### config.mk
export PLATFORM = sky130hd
export DESIGN_NAME = fat_directory_entry_scanner_top
export DESIGN_NICKNAME = d
export VERILOG_FILES = /design/src/sv/fdes_pkg.sv /design/src/sv/fat_directory_entry_scanner_top.sv /design/src/sv/fdes_entry_collect.sv
export VERILOG_INCLUDE_DIRS = /design/src /design/src/sv
export SDC_FILE = /design/constraint.sdc
export NUM_CORES = 1
export LEC_CHECK = 0
export BUFFER_PORTS_ARGS = -buffer_cell sky130_fd_sc_hd__buf_4
export CAP_MARGIN = 5
export CORE_UTILIZATION = 57
export CTS_BUF_LIST = sky130_fd_sc_hd__clkbuf_16
export DETAILED_ROUTE_END_ITERATION = 16
export PLACE_DENSITY = 0.76
export SLEW_MARGIN = 0
export SYNTH_ARGS = -nofsm -noshare
export SYNTH_HDL_FRONTEND = slang
export SYNTH_SLANG_ARGS = --single-unit
### constraint.sdc
create_clock -name clk -period 12.8 [get_ports clk]
set_clock_uncertainty 0.05 [all_clocks]
set_input_delay 0.64 -clock clk [delete_from_list [all_inputs] [get_ports clk]]
set_output_delay 0.64 -clock clk [all_outputs]
set_load 0.01 [all_outputs]
### src/sv/fat_directory_entry_scanner_top_defines.svh
// Assertion macros shared by the directory entry scanner RTL.
// Each macro expects signals named clk and rst_n in the calling scope.
`ifndef FAT_DIRECTORY_ENTRY_SCANNER_TOP_DEFINES_SVH
`define FAT_DIRECTORY_ENTRY_SCANNER_TOP_DEFINES_SVH

// Same-cycle implication, checked outside reset
`define FDES_ASSERT_IMPLY(label, ante, cons) \
  label: assert property (@(posedge clk) disable iff (!rst_n) (ante) |-> (cons)) \
    else $error("same-cycle check failed");

// Next-cycle implication, checked outside reset
`define FDES_ASSERT_NEXT(label, ante, cons) \
  label: assert property (@(posedge clk) disable iff (!rst_n) (ante) |=> (cons)) \
    else $error("next-cycle check failed");

`endif

### src/sv/fdes_pkg.sv
// Shared types and constants for the FAT32 directory entry scanner.
// No dependencies; imported by fdes_entry_collect and the top level.
package fdes_pkg;

  // Width of the internal listed-entry counter
  localparam int COUNT_BITS = 16;

  // FAT directory constants
  localparam logic [7:0] LEAD_END      = 8'h00;
  localparam logic [7:0] LEAD_DELETED  = 8'hE5;
  localparam logic [7:0] ATTR_LONGNAME = 8'h0F;
  localparam logic [7:0] ATTR_VOLUME   = 8'h08;
  localparam logic [7:0] ATTR_DIR      = 8'h10;
  localparam int         ENTRY_BYTES   = 32;
  localparam int         OFF_BITS      = $clog2(ENTRY_BYTES);

  // Byte offsets inside a short entry
  localparam logic [OFF_BITS-1:0] OFF_EXT_FIRST = OFF_BITS'(8);
  localparam logic [OFF_BITS-1:0] OFF_ATTR      = OFF_BITS'(11);
  localparam logic [OFF_BITS-1:0] OFF_CLU_HI_LO = OFF_BITS'(20);
  localparam logic [OFF_BITS-1:0] OFF_CLU_HI_HI = OFF_BITS'(21);
  localparam logic [OFF_BITS-1:0] OFF_CLU_LO_LO = OFF_BITS'(26);
  localparam logic [OFF_BITS-1:0] OFF_CLU_LO_HI = OFF_BITS'(27);
  localparam logic [OFF_BITS-1:0] OFF_SIZE_0    = OFF_BITS'(28);
  localparam logic [OFF_BITS-1:0] OFF_SIZE_1    = OFF_BITS'(29);
  localparam logic [OFF_BITS-1:0] OFF_SIZE_2    = OFF_BITS'(30);
  localparam logic [OFF_BITS-1:0] OFF_LAST      = OFF_BITS'(ENTRY_BYTES - 1);

  // Configuration register indexes
  localparam int CFG_IDX_W = 2;
  typedef logic [CFG_IDX_W-1:0] cfg_idx_t;
  localparam cfg_idx_t CFG_TARGET_BASE = cfg_idx_t'(0);
  localparam cfg_idx_t CFG_TARGET_EXT  = cfg_idx_t'(1);

  // Reset values of the target name: all spaces
  localparam logic [63:0] TARGET_BASE_RST = 64'h2020_2020_2020_2020;
  localparam logic [23:0] TARGET_EXT_RST  = 24'h20_2020;

  // Entry classification
  typedef enum logic [1:0] {
    KIND_SKIP  = 2'd0,
    KIND_LIST  = 2'd1,
    KIND_MATCH = 2'd2,
    KIND_END   = 2'd3
  } kind_t;

  typedef struct packed {
    logic [7:0] data_byte;
    logic       start_scan;
  } in_item_t;

  typedef struct packed {
    kind_t       entry_kind;
    logic        is_directory;
    logic [31:0] first_cluster;
    logic [31:0] file_size;
    logic [63:0] name_base;
    logic [23:0] name_ext;
    logic [15:0] listed_count;
  } out_item_t;

endpackage

### src/sv/fat_directory_entry_scanner_top.sv
// Top level of the FAT32 short directory entry scanner.
// Depends on fdes_pkg, fdes_entry_collect and the assertion macro header.
// Usage:
//   Input channel (in_valid/in_stall/in_item) carries one directory byte per
//   transaction; start_scan = 1 makes that byte offset 0 of a new entry and
//   clears the listed count and the end-of-directory flag.
//   Output channel (out_valid/out_stall/out_item) carries one transaction per
//   completed 32-byte entry: kind, directory flag, first cluster, size, raw
//   name and saturating listed count. Bytes after an end entry give nothing.
//   Configuration: cfg_we writes cfg_wdata into the target base name
//   (index 0) or target extension (index 1); other indexes are ignored.
// Timing:
//   One byte is taken per cycle unless out_stall holds a waiting result. A byte
//   is registered in the input register, then the collector logic updates
//   entry state and, for the 32nd byte of an entry, loads the result register.
//   Unstalled, one byte per cycle passes the single input register stage.
// Reset and stall:
//   Synchronous reset clears the entry state and count and loads spaces into
//   the target name. While a result waits under out_stall, at most one more byte
//   is taken into the input register; in_stall then rises until the result goes.
`include "fat_directory_entry_scanner_top_defines.svh"

module fat_directory_entry_scanner_top (
  input  logic                clk,
  input  logic                rst_n,
  input  logic                in_valid,
  output logic                in_stall,
  input  fdes_pkg::in_item_t  in_item,
  output logic                out_valid,
  input  logic                out_stall,
  output fdes_pkg::out_item_t out_item,
  input  logic                cfg_we,
  input  fdes_pkg::cfg_idx_t  cfg_index,
  input  logic [63:0]         cfg_wdata
);
  import fdes_pkg::*;

  logic [63:0] target_base_r;
  logic [23:0] target_ext_r;
  logic        s1_valid_r, s1_valid_nxt;
  in_item_t    s1_item_r;
  logic        out_valid_r, out_valid_nxt;
  out_item_t   out_item_r;

  logic        blocked;
  logic        advance;
  logic        accept;
  logic        res_valid;
  out_item_t   res;

  // Configuration registers
  always_ff @(posedge clk) begin
    if (!rst_n) begin
      target_base_r <= TARGET_BASE_RST;
      target_ext_r  <= TARGET_EXT_RST;
    end else if (cfg_we) begin
      unique case (cfg_index)
        CFG_TARGET_BASE: target_base_r <= cfg_wdata;
        CFG_TARGET_EXT:  target_ext_r  <= cfg_wdata[23:0];
        default: ;
      endcase
    end
  end

  // Handshake: the input register advances whenever the result register can take
  assign blocked  = out_valid_r && out_stall;
  assign advance  = s1_valid_r && !blocked;
  assign in_stall = s1_valid_r && blocked;
  assign accept   = in_valid && !in_stall;

  always_comb begin
    s1_valid_nxt = s1_valid_r;
    if (accept) begin
      s1_valid_nxt = 1'b1;
    end else if (advance) begin
      s1_valid_nxt = 1'b0;
    end
  end

  always_comb begin
    out_valid_nxt = out_valid_r;
    if (advance && res_valid) begin
      out_valid_nxt = 1'b1;
    end else if (!out_stall) begin
      out_valid_nxt = 1'b0;
    end
  end

  // Input register
  always_ff @(posedge clk) begin
    if (!rst_n) begin
      s1_valid_r <= 1'b0;
    end else begin
      s1_valid_r <= s1_valid_nxt;
    end
  end

  always_ff @(posedge clk) begin
    if (accept) begin
      s1_item_r <= in_item;
    end
  end

  fdes_entry_collect u_collect (
    .clk         (clk),
    .rst_n       (rst_n),
    .step_en     (advance),
    .item        (s1_item_r),
    .target_base (target_base_r),
    .target_ext  (target_ext_r),
    .res_valid   (res_valid),
    .res         (res)
  );

  // Result register
  always_ff @(posedge clk) begin
    if (!rst_n) begin
      out_valid_r <= 1'b0;
    end else begin
      out_valid_r <= out_valid_nxt;
    end
  end

  always_ff @(posedge clk) begin
    if (advance && res_valid) begin
      out_item_r <= res;
    end
  end

  assign out_valid = out_valid_r;
  assign out_item  = out_item_r;

  // Checks
  `FDES_ASSERT_IMPLY(a_stall_only_when_full, in_stall, s1_valid_r && out_valid_r)
  `FDES_ASSERT_NEXT(a_hold_byte_when_blocked, s1_valid_r && blocked, s1_valid_r)
  `FDES_ASSERT_IMPLY(a_end_fields_zero, out_valid_r && out_item_r.entry_kind == KIND_END,
                     out_item_r.first_cluster == 32'd0 && out_item_r.file_size == 32'd0)

endmodule

### src/sv/fdes_entry_collect.sv
// Per-byte entry collector: gathers one 32-byte short entry and classifies it.
// Depends on fdes_pkg for types and constants.
module fdes_entry_collect (
  input  logic                clk,
  input  logic                rst_n,
  input  logic                step_en,
  input  fdes_pkg::in_item_t  item,
  input  logic [63:0]         target_base,
  input  logic [23:0]         target_ext,
  output logic                res_valid,
  output fdes_pkg::out_item_t res
);
  import fdes_pkg::*;

  logic [OFF_BITS-1:0]   offset_r, offset_nxt;
  logic                  name_eq_r, name_eq_nxt;
  logic [7:0]            lead_r, lead_nxt;
  logic [7:0]            attr_r, attr_nxt;
  logic [15:0]           clu_hi_r, clu_hi_nxt;
  logic [15:0]           clu_lo_r, clu_lo_nxt;
  logic [31:0]           size_r, size_nxt;
  logic [63:0]           base_r, base_nxt;
  logic [23:0]           ext_r, ext_nxt;
  logic [COUNT_BITS-1:0] total_r, total_nxt;
  logic                  ended_r, ended_nxt;

  logic [7:0]            b;
  logic [OFF_BITS-1:0]   off;
  logic [7:0]            tbyte;
  logic [31:0]           total_ext;
  kind_t                 kind;

  // Next state and result for one accepted byte
  always_comb begin
    offset_nxt  = offset_r;
    name_eq_nxt = name_eq_r;
    lead_nxt    = lead_r;
    attr_nxt    = attr_r;
    clu_hi_nxt  = clu_hi_r;
    clu_lo_nxt  = clu_lo_r;
    size_nxt    = size_r;
    base_nxt    = base_r;
    ext_nxt     = ext_r;
    total_nxt   = total_r;
    ended_nxt   = ended_r;
    res_valid   = 1'b0;
    res         = '0;
    kind        = KIND_SKIP;
    b           = item.data_byte;
    off         = '0;
    tbyte       = '0;
    total_ext   = '0;

    if (step_en) begin
      // Restart: new entry, clear count and end flag
      if (item.start_scan) begin
        offset_nxt = '0;
        total_nxt  = '0;
        ended_nxt  = 1'b0;
      end
      off = offset_nxt;

      if (!ended_nxt) begin
        // Collect the field that this byte belongs to
        if (off < OFF_EXT_FIRST) begin
          tbyte = target_base[{~off[2:0], 3'b000} +: 8];
          if (off == '0) begin
            base_nxt    = {56'd0, b};
            name_eq_nxt = (b == tbyte);
            lead_nxt    = b;
          end else begin
            base_nxt    = {base_r[55:0], b};
            name_eq_nxt = name_eq_r && (b == tbyte);
          end
        end else if (off < OFF_ATTR) begin
          case (off[1:0])
            2'd0:    tbyte = target_ext[23:16];
            2'd1:    tbyte = target_ext[15:8];
            default: tbyte = target_ext[7:0];
          endcase
          if (off == OFF_EXT_FIRST) begin
            ext_nxt = {16'd0, b};
          end else begin
            ext_nxt = {ext_r[15:0], b};
          end
          name_eq_nxt = name_eq_r && (b == tbyte);
        end else if (off == OFF_ATTR) begin
          attr_nxt = b;
        end else if (off == OFF_CLU_HI_LO) begin
          clu_hi_nxt = {clu_hi_r[15:8], b};
        end else if (off == OFF_CLU_HI_HI) begin
          clu_hi_nxt = {b, clu_hi_r[7:0]};
        end else if (off == OFF_CLU_LO_LO) begin
          clu_lo_nxt = {clu_lo_r[15:8], b};
        end else if (off == OFF_CLU_LO_HI) begin
          clu_lo_nxt = {b, clu_lo_r[7:0]};
        end else if (off == OFF_SIZE_0) begin
          size_nxt = {24'd0, b};
        end else if (off == OFF_SIZE_1) begin
          size_nxt = size_r | {16'd0, b, 8'd0};
        end else if (off == OFF_SIZE_2) begin
          size_nxt = size_r | {8'd0, b, 16'd0};
        end else if (off == OFF_LAST) begin
          size_nxt = size_r | {b, 24'd0};
        end

        offset_nxt = off + OFF_BITS'(1);

        // Classify on the last byte of the entry
        if (off == OFF_LAST) begin
          if (lead_nxt == LEAD_END) begin
            kind      = KIND_END;
            ended_nxt = 1'b1;
          end else if (lead_nxt == LEAD_DELETED || attr_nxt == ATTR_LONGNAME ||
                       (attr_nxt & ATTR_VOLUME) != 8'd0) begin
            kind = KIND_SKIP;
          end else begin
            kind = name_eq_nxt ? KIND_MATCH : KIND_LIST;
            if (total_nxt != '1) begin
              total_nxt = total_nxt + COUNT_BITS'(1);
            end
          end

          total_ext        = 32'(total_nxt);
          res_valid        = 1'b1;
          res.entry_kind   = kind;
          res.listed_count = (total_ext > 32'h0000_FFFF) ? 16'hFFFF : total_ext[15:0];
          if (kind != KIND_END) begin
            res.is_directory  = (attr_nxt & ATTR_DIR) != 8'd0;
            res.first_cluster = {clu_hi_nxt, clu_lo_nxt};
            res.file_size     = size_nxt;
            res.name_base     = base_nxt;
            res.name_ext      = ext_nxt;
          end
        end
      end
    end
  end

  // Hold entry state
  always_ff @(posedge clk) begin
    if (!rst_n) begin
      offset_r  <= '0;
      name_eq_r <= 1'b1;
      lead_r    <= '0;
      attr_r    <= '0;
      clu_hi_r  <= '0;
      clu_lo_r  <= '0;
      size_r    <= '0;
      base_r    <= '0;
      ext_r     <= '0;
      total_r   <= '0;
      ended_r   <= 1'b0;
    end else begin
      offset_r  <= offset_nxt;
      name_eq_r <= name_eq_nxt;
      lead_r    <= lead_nxt;
      attr_r    <= attr_nxt;
      clu_hi_r  <= clu_hi_nxt;
      clu_lo_r  <= clu_lo_nxt;
      size_r    <= size_nxt;
      base_r    <= base_nxt;
      ext_r     <= ext_nxt;
      total_r   <= total_nxt;
      ended_r   <= ended_nxt;
    end
  end

endmodule
=== Word level (Yosys, flattened, before mapping) ===
Cells that the tools add are included.

* Bits of input ports: 80
* Word-level logic and storage cells: 152
* Memories kept: 0
* Output and inout bits: 173
* Flip-flop bits (word level): 461
* RAM bits: 0
* Memory bits (read-only): 0
* Latch bits: 0

* Divide/modulo/power cells: 0
* Eq/ne operators: 19
* Multiplexer cells: 75
* Bitwise gates (word level): 8
* Shifts and indexed selects: 1
* Order comparisons: 2
* Multiply operators: 0
* $add $sub $neg: 2
* Reductions and logical operators: 21

{| class="wikitable"
|+ Operators with widths
! operator !! number
|-
| $mux W32 || 11
|-
| $mux W16 || 19
|-
| $mux W64 || 2
|-
| $mux W8 || 13
|-
| $mux W24 || 3
|-
| $shiftx A64 B7 Y8 || 1
|-
| $eq A5 B5 Y1 const B || 8
|-
| $or A32 B16 Y32 || 1
|-
| $or A32 B24 Y32 || 1
|-
| $or A32 B32 Y32 || 1
|-
| $mux W1 || 17
|-
| $add A16 B1 Y16 const B || 1
|-
| $eq A8 B8 Y1 || 2
|-
| $ne A16 B16 Y1 const B || 1
|-
| $pmux W8 S2 || 1
|-
| $mux W5 || 3
|-
| $mux W2 || 6
|-
| $eq A5 B4 Y1 const B || 2
|-
| $lt A5 B4 Y1 const B || 2
|-
| $eq A8 B4 Y1 const B || 1
|-
| $eq A8 B8 Y1 const B || 1
|-
| $logic_not A8 Y1 || 1
|-
| $logic_and A1 B1 Y1 || 7
|-
| $reduce_and A2 Y1 || 3
|-
| other kinds (13) || 20
|}

=== Longest topological paths before layout ===
* Word-level depth: 25
* Gate-level depth with buffers: 14

=== Cells and area by module ===
A second synthesis with hierarchy kept.

* Cell total of the unflattened synthesis: 2,149
* Area total of the unflattened synthesis: 19,950.4 um2

{| class="wikitable"
|+ By module, submodules not included
! module !! instances !! area each (um2) !! sequential area each (um2) !! cells each
|-
| fdes_entry_collect || 1 || 10,936.7 || 3,703.6 || 1,602
|-
| fat_directory_entry_scanner_top || 1 || 9,013.6 || 7,206.9 || 547
|}

=== Worst setup path after synthesis ===
Ideal clock, no wire load.

* Kind: reg2reg
* Start point: register s1_item_r[0] (netlist name)
* End point: register u_collect.total_r[14]
* Library setup time: 74 ps
* Clock period less this slack: 6,452 ps
* Stages on the path, launching flop included: 13
* Arrival: 6,328 ps
* Path buffers: 4
* Slack: 6,348 ps
* Path through: edfxtp_1 > buf_2 > buf_2 > buf_2 > clkbuf_1 > nor2b_1 > ha_1 > nand2_1 > inv_1 > nand2_1 > nor2_1 > a21oi_1 > a31oi_1

* Longest elaborated chain between the ends: 15
* Elaborated cells between the ends (all ways): 32

{| class="wikitable"
|+ Ends and longest elaborated chain
! element !! line !! RTL
|-
| start: declaration || fat_directory_entry_scanner_top.sv:41 || <nowiki>in_item_t s1_item_r;</nowiki>
|-
| start signal: assignment || fat_directory_entry_scanner_top.sv:100 || <nowiki>s1_item_r <= in_item;</nowiki>
|-
| parallel branches: the longest is 14 deep, another holds $lt A5 B4 Y1 || n/a ||
|-
| $mux W16 * || fdes_entry_collect.sv:63 || <nowiki>if (!ended_nxt) begin</nowiki>
|-
| end signal: assignment || fdes_entry_collect.sv:164 || <nowiki>total_r <= total_nxt;</nowiki>
|-
| end: declaration || fdes_entry_collect.sv:24 || <nowiki>logic [COUNT_BITS-1:0] total_r, total_nxt;</nowiki>
|}

Mark *: on every way between the ends. The select of a mux whose other input is x is not followed.
A chain may end at the register's enable or synchronous reset.

=== Worst setup path in the final report ===
* Start point: register u_collect.offset_r[0]
* End point: register out_item_r (netlist bit out_item[116]) (enable)

* Longest elaborated chain between the ends: 7

{| class="wikitable"
|+ Ends and longest elaborated chain
! element !! line !! RTL
|-
| start: declaration || fdes_entry_collect.sv:15 || <nowiki>logic [OFF_BITS-1:0] offset_r, offset_nxt;</nowiki>
|-
| start signal: assignment || fdes_entry_collect.sv:155 || <nowiki>offset_r <= offset_nxt;</nowiki>
|-
| $mux W5 || fdes_entry_collect.sv:56 || <nowiki>if (item.start_scan) begin</nowiki>
|-
| $mux W5 || fdes_entry_collect.sv:54 || <nowiki>if (step_en) begin</nowiki>
|-
| $eq A5 B5 Y1 || fdes_entry_collect.sv:110 || <nowiki>if (off == OFF_LAST) begin</nowiki>
|-
| $mux W1 || fdes_entry_collect.sv:110 ||
|-
| $mux W1 || fdes_entry_collect.sv:63 ||
|-
| $mux W1 || fdes_entry_collect.sv:54 ||
|-
| $logic_and A1 B1 Y1 || fat_directory_entry_scanner_top.sv:125 || <nowiki>if (advance && res_valid) begin</nowiki>
|-
| end signal: assignment || fat_directory_entry_scanner_top.sv:126 || <nowiki>out_item_r <= res;</nowiki>
|-
| end: declaration || fat_directory_entry_scanner_top.sv:43 || <nowiki>out_item_t out_item_r;</nowiki>
|}

No other way between the ends. The select of a mux whose other input is x is not followed.

==> impl_metrics.ini <==
[synth]
synthFlopType = dfxtp_1
seq_area_frac_synth_pct = 54.41
synth_top_family_by_area = simple AND/OR/NAND/NOR gates
synthCells = 2174
syn_avg_cell_area_um2 = 9.224
synth_compound_area_share_pct = 15.12
synth_edf_count = 180
ys_seq_elements = 455
yosys_warnings = 0
syn_area_mm2 = 0.02005
synth_area_leader_cell = dfxtp_1
postSynth.asyncResetShare_pct = 0
synthAdderAreaFrac_pct = 0.1248
synthSimpleGateAreaFrac_pct = 21.88
synth.top_cells.by_area = dfxtp_1, edfxtp_1, nand2_1
ys_types = 74
synth.area.mux_share_pct = 3.076
synth_top_area_share_pct = 27.45
synth_fp_nets = 2256
synth-xor-area-share_pct = 1.310

[pwr]
power.switching_w = 0.0006546
pwr-share-seq_pct = 52.0
p_per_area_mw_per_mm2 = 125.0
p_int_w = 0.002272
peakVddDrop_mv = 0.09147
p_leak_nw = 7.489
power_w = 0.002926
combinationalPowerShare_pct = 5.1
p_sw_share_pct = 22.37
clockPowerShare_pct = 43.0

[grt]
grt_max_degree = 123
grt_pass1_vias = 15090
grt.total_usage_pct = 28.32
grt_overflow_total = 0
grt_pass1_wl_mm = 81.15
antenna_found_initial = 0

[timing]
setup-tns-final_ps = 0
worst_slack_ps = 8477
fin_crit_sh_pct = 33.78
final_hold_viol_count = 0
rsz0062_at_grt = false
slew_violations = 0
max_freq_ghz = 0.2313
fin_hold_ws_ps = 231.6
relSlewSlack_pct = 19.91
setup_violations = 0
fin_crit_ps = 4323
tightest_slew_ps = 1199

[clock_tree]
insertion_delay_ps = 550
cts-buffers-inserted = 45
clkSlewWorstSetupHoldPaths_ps = 60
cts_resized = 0
cts-root-buf = clkbuf_16
tritoncts = done
htree_levels = 2
cts_hold_buf = 0
cts_buffer_depth = 3
postCtsSetupBuffers = 0
cts.sinks = 455

[critical_path]
worst-path-max-fanout = 122
path_delay_family = buffers and inverters
slowest_stage = inv_6
cp-end-kind = flip-flop
cp_data_arrival_time_ps = 4460
r2r_end = out_item[116]
worst-path-buf-inv = 2
cp_slowest_stage_delay_ps = 910
cp_cell_sequence = nand4_1 > nor2_1 > ha_1 > nand2_1 > inv_6 > buf_4
worstPathRequired_ps = 12930
r2r_cells = 6
worstSetupStartpointType = flip-flop
criticalPathCategory = flip-flop to flip-flop
reg2reg_from = u_collect.offset_r[0]
reg2reg_slack_ps = 8480

[run]
drv_cap = 0

[detailed_routing]
viasPerCell = 5.868
drcViolationCount = 0
wire_per_inst_um = 18.55
vias = 16460
drt_pre_antenna_iters = 5
wirelength_mm = 52.00
drt_iter0_markers = 1566
drtAntennaViolNets = 0

[min_path]
hp-start = in_item[5]
holdPathEnd = s1_item_r[5]
whs_path_depth = 1
hp-class = input pin to flip-flop

[die]
io_pins = 253
row_count = 68
start_util_pct = 58.05
die_w_um = 189.6
coreArea_mm2 = 0.03454
dieArea_mm2 = 0.03593
dieHeight_um = 189.6

[cells_and_area]
final_common_cell = nand2_1
drive_gt1_share_pct = 16.73
fillCellCount = 2778
final_nets = 2397
area.growth.synth_to_final_pct = 16.77
n_antenna_cell = 0
final_cell_mix = nand2_1, buf_4, dfxtp_1
post-route-util_pct = 67.78

[placed_design]
gp_congestion = 0.8398
pre_cts_ws_ps = 8500
io_buffers = 252
dpl.hpwl_mm = 32.35

[run_status]
status = complete, no violations
## layout make-up
class,instances,area [um^2],area share (%)
sequential,455,10910,46.60
multi-input combinational,1518,8373,35.76
inverter,13,53.80,0.2298
timing repair buffer,282,2121,9.057
clock buffer,46,1151,4.916
clock inverter,35,235.2,1.005
tap,455,569.3,2.431
## synthesized netlist by cell type, types with 4 or more instances
cell and number:
a21boi_1 4, nand2_1 511, nor2_1 107, nor4_2 8
a211oi_1 8, nor3_1 18, clkbuf_1 155, nor3_2 4
dfxtp_1 275, and2_1 9, a2111oi_0 6, buf_2 26
nor3b_1 5, a31oi_1 6, inv_1 12, edfxtp_1 180
and3_1 5, nand3_1 198, mux2i_1 40, or2_2 5
or3_1 6, o21ai_0 19, a221oi_1 8, nor2b_1 49
a21oi_1 176, xor2_1 14, mux2_2 14, and3b_1 10
nand2b_1 9, o22ai_1 7, nand4_1 8, a21boi_0 193
xnor2_1 16
## worst max-delay path by stage
stage	from	endpoint	slack, ps	depth (start not counted)
6_report	u_collect.offset_r[0]	out_item[116]	8480	6
4_1_cts	u_collect.offset_r[0]	out_item[60]	8560	6
3_3_place_gp	out_stall	out_item[140]	8660	6
2_1_floorplan	s1_item_r[0]	u_collect.total_r[14]	6350	12
3_5_place_dp	out_stall	out_item[140]	8500	6
5_1_grt	u_collect.offset_r[0]	out_item[65]	8220	6
## layer usage
layer | wire, um | up-vias | GRT usage [%] | share of wire, %
met5 | 0 | - | 0 | 0
met4 | 1598 | 0 | 9.150 | 3.1
met3 | 4026 | 114 | 4.058 | 7.7
met2 | 24610 | 739 | 45.60 | 47
met1 | 21770 | 7812 | 39.43 | 42
li1 | - | 7790 | - | -
## through the flow
stage,instance area (um^2),instances
4_1_cts,23420,2804
6_report,23420,2804
2_1_floorplan,20050,2174
5_1_grt,23420,2804
3_3_place_gp,22030,2723
3_5_place_dp,22030,2723
## kinds of logic (layout without fill, tap and decap cells)
family                   Yosys count  in the layout
AND/OR/NAND/NOR                  969            969
AO/OA/AOI/OAI                    460            460
flip-flops                       455            455
buffers and inverters            201            376
multiplexers                      57             57
XOR/XNOR                          30             30
adder cells (fa/ha/maj)            2              2
## power groups by stage
stage / Combinational, W / Clock [W] / Sequential, W
after global placement: 0.000143 / 0 / 0.00155
after detailed placement: 0.000145 / 0 / 0.00155
after global routing: 0.000159 / 0.00133 / 0.00152
after CTS: 0.000146 / 0.00127 / 0.00152
after floorplan: 0.0000937 / 0 / 0.00155
final: 0.000148 / 0.00126 / 0.00152
## registers in the layout (all words and copies together) (netlist names)
signal and flops:
u_collect.lead_r 8, u_collect.ext_r 24, out_valid 1, u_collect.base_r 64
u_collect.attr_r 2, u_collect.size_r 32, u_collect.total_r 16, u_collect.clu_lo_r 16
s1_item_r 9, target_base_r 64, out_item 171, s1_valid_r 1
target_ext_r 24, u_collect.name_eq_r 1, u_collect.ended_r 1, u_collect.offset_r 5
u_collect.clu_hi_r 16
No activity file was read; power rests on OpenSTA's default activity.
